File: src/hw/rtl/v3n_pkg.sv
package v3n_pkg;
   localparam int CompW  = 24;
   localparam int MagW   = 24;
   localparam int SumW   = 50;
   localparam int RootW  = 25;
   localparam int OutW   = 32;
   localparam int QuoW   = 31;
   localparam int SqrtSteps = 25;
   localparam int DivSteps  = 31;
   localparam logic [OutW-1:0] OneQ30 = 32'h4000_0000;
   localparam logic OpNormalize = 1'b0;
   localparam logic OpPerp      = 1'b1;

   typedef struct packed {
      logic                perp;
      logic [2:0]          neg;
      logic [2:0][MagW:0]  mag;
   } vec_type;
endpackage

File: src/hw/rtl/v3n_div_pipe.sv
module v3n_div_pipe import v3n_pkg::*; (
   input  logic                  clock,
   input  logic                  reset,
   input  logic                  in_valid,
   input  logic [MagW:0]         in_mag,
   input  logic [RootW-1:0]      in_len,
   output logic                  out_valid,
   output logic [QuoW-1:0]       out_quo
);
   // mag <= len always, so quotient of mag<<30 fits 31 bits
   localparam int RemW = RootW + 1;
   logic [DivSteps:0]                valid_ff;
   logic [DivSteps:0][RemW-1:0]      rem_ff;
   logic [DivSteps:0][QuoW-1:0]      quo_ff;
   logic [DivSteps:0][RootW-1:0]     len_ff;

   always_ff @(posedge clock) begin
      if (reset) begin
         valid_ff <= '0;
      end else begin
         valid_ff <= {valid_ff[DivSteps-1:0], in_valid};
      end
   end

   // dividend is mag<<30: the part above the low 31 bits is mag>>1, already below len
   always_ff @(posedge clock) begin
      rem_ff[0] <= RemW'(in_mag[MagW:1]);
      quo_ff[0] <= {in_mag[0], {(QuoW-1){1'b0}}};
      len_ff[0] <= in_len;
   end

   for (genvar s = 0; s < DivSteps; s++) begin : g_step
      logic [RemW:0] rem_sh;
      assign rem_sh = {rem_ff[s], quo_ff[s][QuoW-1]};
      always_ff @(posedge clock) begin
         len_ff[s+1] <= len_ff[s];
         if (rem_sh >= {2'b00, len_ff[s]}) begin
            rem_ff[s+1] <= RemW'(rem_sh - {2'b00, len_ff[s]});
            quo_ff[s+1] <= {quo_ff[s][QuoW-2:0], 1'b1};
         end else begin
            rem_ff[s+1] <= RemW'(rem_sh);
            quo_ff[s+1] <= {quo_ff[s][QuoW-2:0], 1'b0};
         end
      end
   end

   assign out_valid = valid_ff[DivSteps];
   assign out_quo   = quo_ff[DivSteps];
endmodule

File: config.mk
export PLATFORM = sky130hd
export DESIGN_NAME = v3n_div_pipe
export DESIGN_NICKNAME = d
export VERILOG_FILES = /design/src/hw/rtl/v3n_pkg.sv /design/src/hw/rtl/v3n_div_pipe.sv
export SDC_FILE = /design/constraint.sdc
export NUM_CORES = 2
export LEC_CHECK = 0
export ABC_CLOCK_PERIOD_IN_PS = 2910
export BUFFER_PORTS_ARGS = -buffer_cell sky130_fd_sc_hd__buf_2
export CORE_MARGIN = 1.5
export CORE_UTILIZATION = 25
export DETAILED_ROUTE_END_ITERATION = 16
export GPL_TIMING_DRIVEN = 0
export PLACE_DENSITY = 0.45
export SYNTH_ARGS = -nofsm -noshare
export SYNTH_HDL_FRONTEND = slang
export SYNTH_SLANG_ARGS = --single-unit
File: constraint.sdc
create_clock -name clock -period 2.91 [get_ports clock]
set_clock_uncertainty 0.05 [all_clocks]
set_input_delay 0.291 -clock clock [delete_from_list [all_inputs] [get_ports clock]]
set_output_delay 0.291 -clock clock [all_outputs]
set_load 0.01 [all_outputs]
Word-level counts from Yosys, hierarchy flattened:

Cells that the tools add are included.

* bits in registers: 2108
* input bits: 53
* output and inout port bits: 32
* logic and storage cells: 218

* add/subtract/negate cells: 30
* $lt $le $gt $ge: 31
* muxes and demuxes: 61

Operators by type and width (number)
* >= comparator 27 x 25 -> 1 bit: 30
* 2-to-1 mux 26 bit: 29
* subtractor 26 x 25 -> 26 bit: 29
* 2-to-1 mux 1 bit: 31
* subtractor 25 x 25 -> 26 bit: 1
* >= comparator 25 bit: 1
* 2-to-1 mux 25 bit: 1

Logic depth before layout (Yosys ltp):

* depth after elaboration: 2
* mapped depth: 15
* gate-level depth less buffers: 13

Least setup slack after synthesis:

No wires, ideal clock.

* path type: register to register
* from: register quo_ff, in the netlist g_step[0].rem_sh[0]
* to: register rem_ff, in the netlist g_step[1].rem_sh[10]
* library setup time: 121 ps
* arrival time: 2932 ps
* data required time: 2739 ps
* setup slack: -193 ps
* cell stages (with the launch flop): 14
* buffers on the path: 1
* period minus slack after synthesis: 3103 ps
* cell sequence: dfxtp_1 inv_1 ha_1 fa_1 o21ai_0 a31o_2 a31oi_1 o21ai_2 o31ai_4 o21ai_2 a31oi_2 o21ai_2 buf_4 mux2_2

* word-level cells in the longest chain between the ends: 2
* elaborated cells on any way between the ends: 3
* classes of those cells: add/sub (1); order compare (1); mux (1)

Ends and longest elaborated chain
* start, declared: RTL line v3n_div_pipe.sv:14 `logic [DivSteps:0][QuoW-1:0] quo_ff;`
* subtractor 25 x 25 -> 26 bit / >= comparator 25 bit (equally long branches): RTL line v3n_div_pipe.sv:38, v3n_div_pipe.sv:37
* 2-to-1 mux 25 bit (*): RTL line v3n_div_pipe.sv:37 `if (rem_sh >= {2'b00, len_ff[s]}) begin`
* end signal, assigned by index: RTL line v3n_div_pipe.sv:38 `rem_ff[s+1] <= RemW'(rem_sh - {2'b00, len_ff[s]});`
* end signal, assigned by index: RTL line v3n_div_pipe.sv:41 `rem_ff[s+1] <= RemW'(rem_sh);`
* end, declared: RTL line v3n_div_pipe.sv:13 `logic [DivSteps:0][RemW-1:0] rem_ff;`

Every way passes the cells marked *; elsewhere a longest branch is shown, timed or not.
A chain may end at the register's enable or synchronous reset.

Worst setup path in the final report:

* from: register len_ff[256] (netlist name)
* to: register rem_ff, in the netlist g_step[11].rem_sh[24]

* word-level cells in the longest chain between the ends: 2
* elaborated cells on any way between the ends: 3
* classes of those cells: add/sub (1); order compare (1); mux (1)

Ends and longest elaborated chain
* start, declared: RTL line v3n_div_pipe.sv:15 `logic [DivSteps:0][RootW-1:0] len_ff;`
* start signal, assigned by index: RTL line v3n_div_pipe.sv:36 `len_ff[s+1] <= len_ff[s];`
* subtractor 26 x 25 -> 26 bit / >= comparator 27 x 25 -> 1 bit (equally long branches): RTL line v3n_div_pipe.sv:38, v3n_div_pipe.sv:37
* 2-to-1 mux 26 bit (*): RTL line v3n_div_pipe.sv:37

Marked as above.

==> flow_summary.toml <==
[flow_run]
cap_violations = 0

[route]
drt_iter0_markers = 3533
drt-total-wl_um = 274000
drtAntennaViolNets = 0
wl_per_cell_um = 17.57
drc_errors = 0
dr_total_vias = 70780
via_per_inst = 4.540
drt-pass1-iter-count = 5

[status]
failed_checks = "setup timing"
status = "finished, violations left"

[cells_and_area]
area_growth_pct = 35.40
layout.cells.non_filler = 15590
final_common_cell = "dfxtp_1"
layout_common_cells = "dfxtp_1, inv_1, nand2_1"
finish.utilization = 0.3408
drive_gt1_frac = 0.2771
finish.instance_area_um2 = 123700
fin_nets = 11450

[critical_path]
crit_type = "reg -> reg"
critPathRequiredTime_ns = 3.61
cp_common_cell = "o21ai_2"
cp_slowest_cell = "or4b_4"
worstPathCellList = "inv_2, ha_4, a21oi_4, o21ai_2, a31o_1, a221o_2, a2111oi_4, buf_4, o21ai_2, or4b_4, a31oi_4, xor2_1, o21ai_1"
cp_max_fo = 3
end_kind = "flop"
crit_path_start_kind = "flop"
cpPeakStageDelay_ns = 0.56
r2r_slack_ns = -0.28
arrival_ns = 3.90

[clock_network]
htreeDepth = 4
path_clk_slew_ns = 0.06
cts_tree = "yes"
clockRootBuffer = "clkbuf_16"
clock_latency_ns = 0.94
cts.path.max_buffers = 4
cts_buffers = 243
cts.sinks = 2108

[sta]
rsz0062_at_grt = "yes"
slew-limit-headroom = 0.4508
fmax_ghz = 0.3132
layout_min_cycle_time_ns = 3.193
drv_slew = 0
finalCritPeriodShare = 1.097
hold_viol_final = 0
fin_setup_tns_ns = -27.71
worst-slew-pin-transition_ns = 0.8189
setup_slack_ns = -0.2833
setup_viol = 286

[global_route]
grt_antenna_before_repair = 6
grt_pass1_wl_um = 413800
grt_pass1_vias = 72560
grt-ovfl-total = 0
grt_use_total = 0.1401
grt_start_max_net_pins = 19

[placement]
dpl.cell_count = 14530
port_buffers = 84
post-dp-hpwl_um = 196900
gp_congestion = 0.8799
place_area_um2 = 97920

[logic_synthesis]
seq_area_frac_synth = 0.4618
ys_seq_elements = 2108
synth_edf_count = 0
synthFlopType = "dfxtp_1"
netlist_instances = 9647
yosysWarnings = 0
ys_types = 102
async_flop_share = 0
syn_nets = 10500
synth_area_um2 = 91380
syn_area_per_cell_um2 = 9.472

[power]
leakage_uw = 0.05399
power.total_uw = 166000
ir_drop_uv = 575.5
p_per_area_nw_per_um2 = 1341

[floorplan]
ios = 85
core_area_um2 = 363100
initial_core_util = 0.2517
rows = 221
die_h_um = 607.6
die_w_um = 607.6
design.die.area_um2 = 369200

[hold_path]
hp-class = "in -> reg"
==> worst max-delay path: cells and delay by family, from the launching register on <==
family / cells / cell delay, ns
compound gates: 8 / 1.44
simple gates: 1 / 0.56
flops: 1 / 0.34
fa+ha+maj: 1 / 0.26
buf+inv: 2 / 0.22
xor+xnor: 1 / 0.15
==> routing by layer <==
layer / global-route usage / share of wire / vias to the layer above
met1: 0.1721 / 0.44 / 33790
li1: - / - / 35080
met3: 0.02079 / 0.038 / 543
met2: 0.2435 / 0.48 / 1370
met4: 0.05712 / 0.044 / 0
met5: 0 / 0 / -
==> sequential cells by signal, summed over array words and instances, names as in the netlist <==
name,count
g_step.rem_sh,805
len_ff,775
quo_ff,465
valid_ff,32
out_quo,31
==> path summary, 6_finish.rpt <==
check | from | to | cells past startpoint
min | in_len[18] | len_ff[18] | 2
max | len_ff[256] | g_step[11].rem_sh[24] | 13
min reg2reg | quo_ff[287] | quo_ff[319] | 0
max reg2reg | len_ff[256] | g_step[11].rem_sh[24] | 13
==> timing repair <==
item                       in CTS  in global routing
gates resized for setup      1765               1148
hold endpoints to repair       82                  0
setup endpoints to repair     810                759
setup buffers                 368                186
pin swaps                     443                534
gates cloned                   34                 22
hold buffers                  101                  0
==> synth_stat cells (16+ instances only) <==
library cell	instances	area (um2)
dfxtp_1	2108	42200
inv_1	964	3618
a21oi_1	788	3944
ha_1	774	9684
nand2_1	740	2778
o21ai_0	704	3523
nor2_1	472	1772
a21o_1	371	2785
xnor2_1	368	3223
xor2_1	295	2584
mux2_2	195	2196
nor2b_1	140	875.8
nand3_1	137	685.7
nor3_1	126	630.6
clkbuf_1	122	457.9
nand4_1	114	713.2
nand2b_1	111	694.4
o21bai_1	102	765.7
o21a_1	86	645.6
and3_1	69	431.7
buf_2	64	320.3
a31oi_1	61	381.6
or3_1	48	300.3
o31ai_1	46	345.3
a211oi_1	44	330.3
and2_1	40	250.2
buf_4	40	300.3
fa_1	30	600.6
nor4_1	30	187.7
o211ai_1	29	217.7
a21boi_0	25	187.7
a2111oi_0	23	201.4
a31o_2	22	192.7
mux2_4	19	285.3
o21ai_1	18	90.09
a41oi_1	17	148.9
or2_2	17	106.4
o22ai_1	16	100.1
o31a_1	16	140.1
==> cells by family (layout without fill, tap and decap cells) <==
| group | count (synthesis) | after routing | synth area share |
|---|---|---|---|
| DFF | 2108 | 2108 | 0.4618 |
| muxes | 219 | 219 | 0.02771 |
| other | 0 | 3 | 0 |
| xor gates and xnor gates | 663 | 663 | 0.06355 |
| adders and majority gates | 804 | 804 | 0.1126 |
| buffers and inverters | 1205 | 2351 | 0.05229 |
| AOI/OAI and AO/OA | 2544 | 2544 | 0.1734 |
| and+or+nand+nor | 2104 | 2104 | 0.1087 |
==> layout make-up <==
cell class,count,area (um2)
Fill cell,36260,239300
Multi-Input combinational cell,6334,53390
Sequential cell,2108,42520
Timing Repair Buffer,760,7391
Clock buffer,331,6954
Tap cell,4794,5998
Inverter,968,3700
Buffer,175,2105
Clock inverter,117,1672
Antenna cell,3,7.507
==> report_power, final <==
part	internal [uW]	switching, uW
Combinational	42600	45600
Clock	19800	12600
Sequential	38800	6550
==> metrics by stage <==
step	setup WS, ns	hold WS [ns]
after floorplan	-0.01488	0.2596
after global placement	-1.429	0.2595
after detailed placement	-1.329	0.2621
after CTS	-0.4339	0.008591
after global routing	-0.4501	0.02914
final	-0.2833	0.09470
Note: power is estimated with default switching activity, not from simulation.
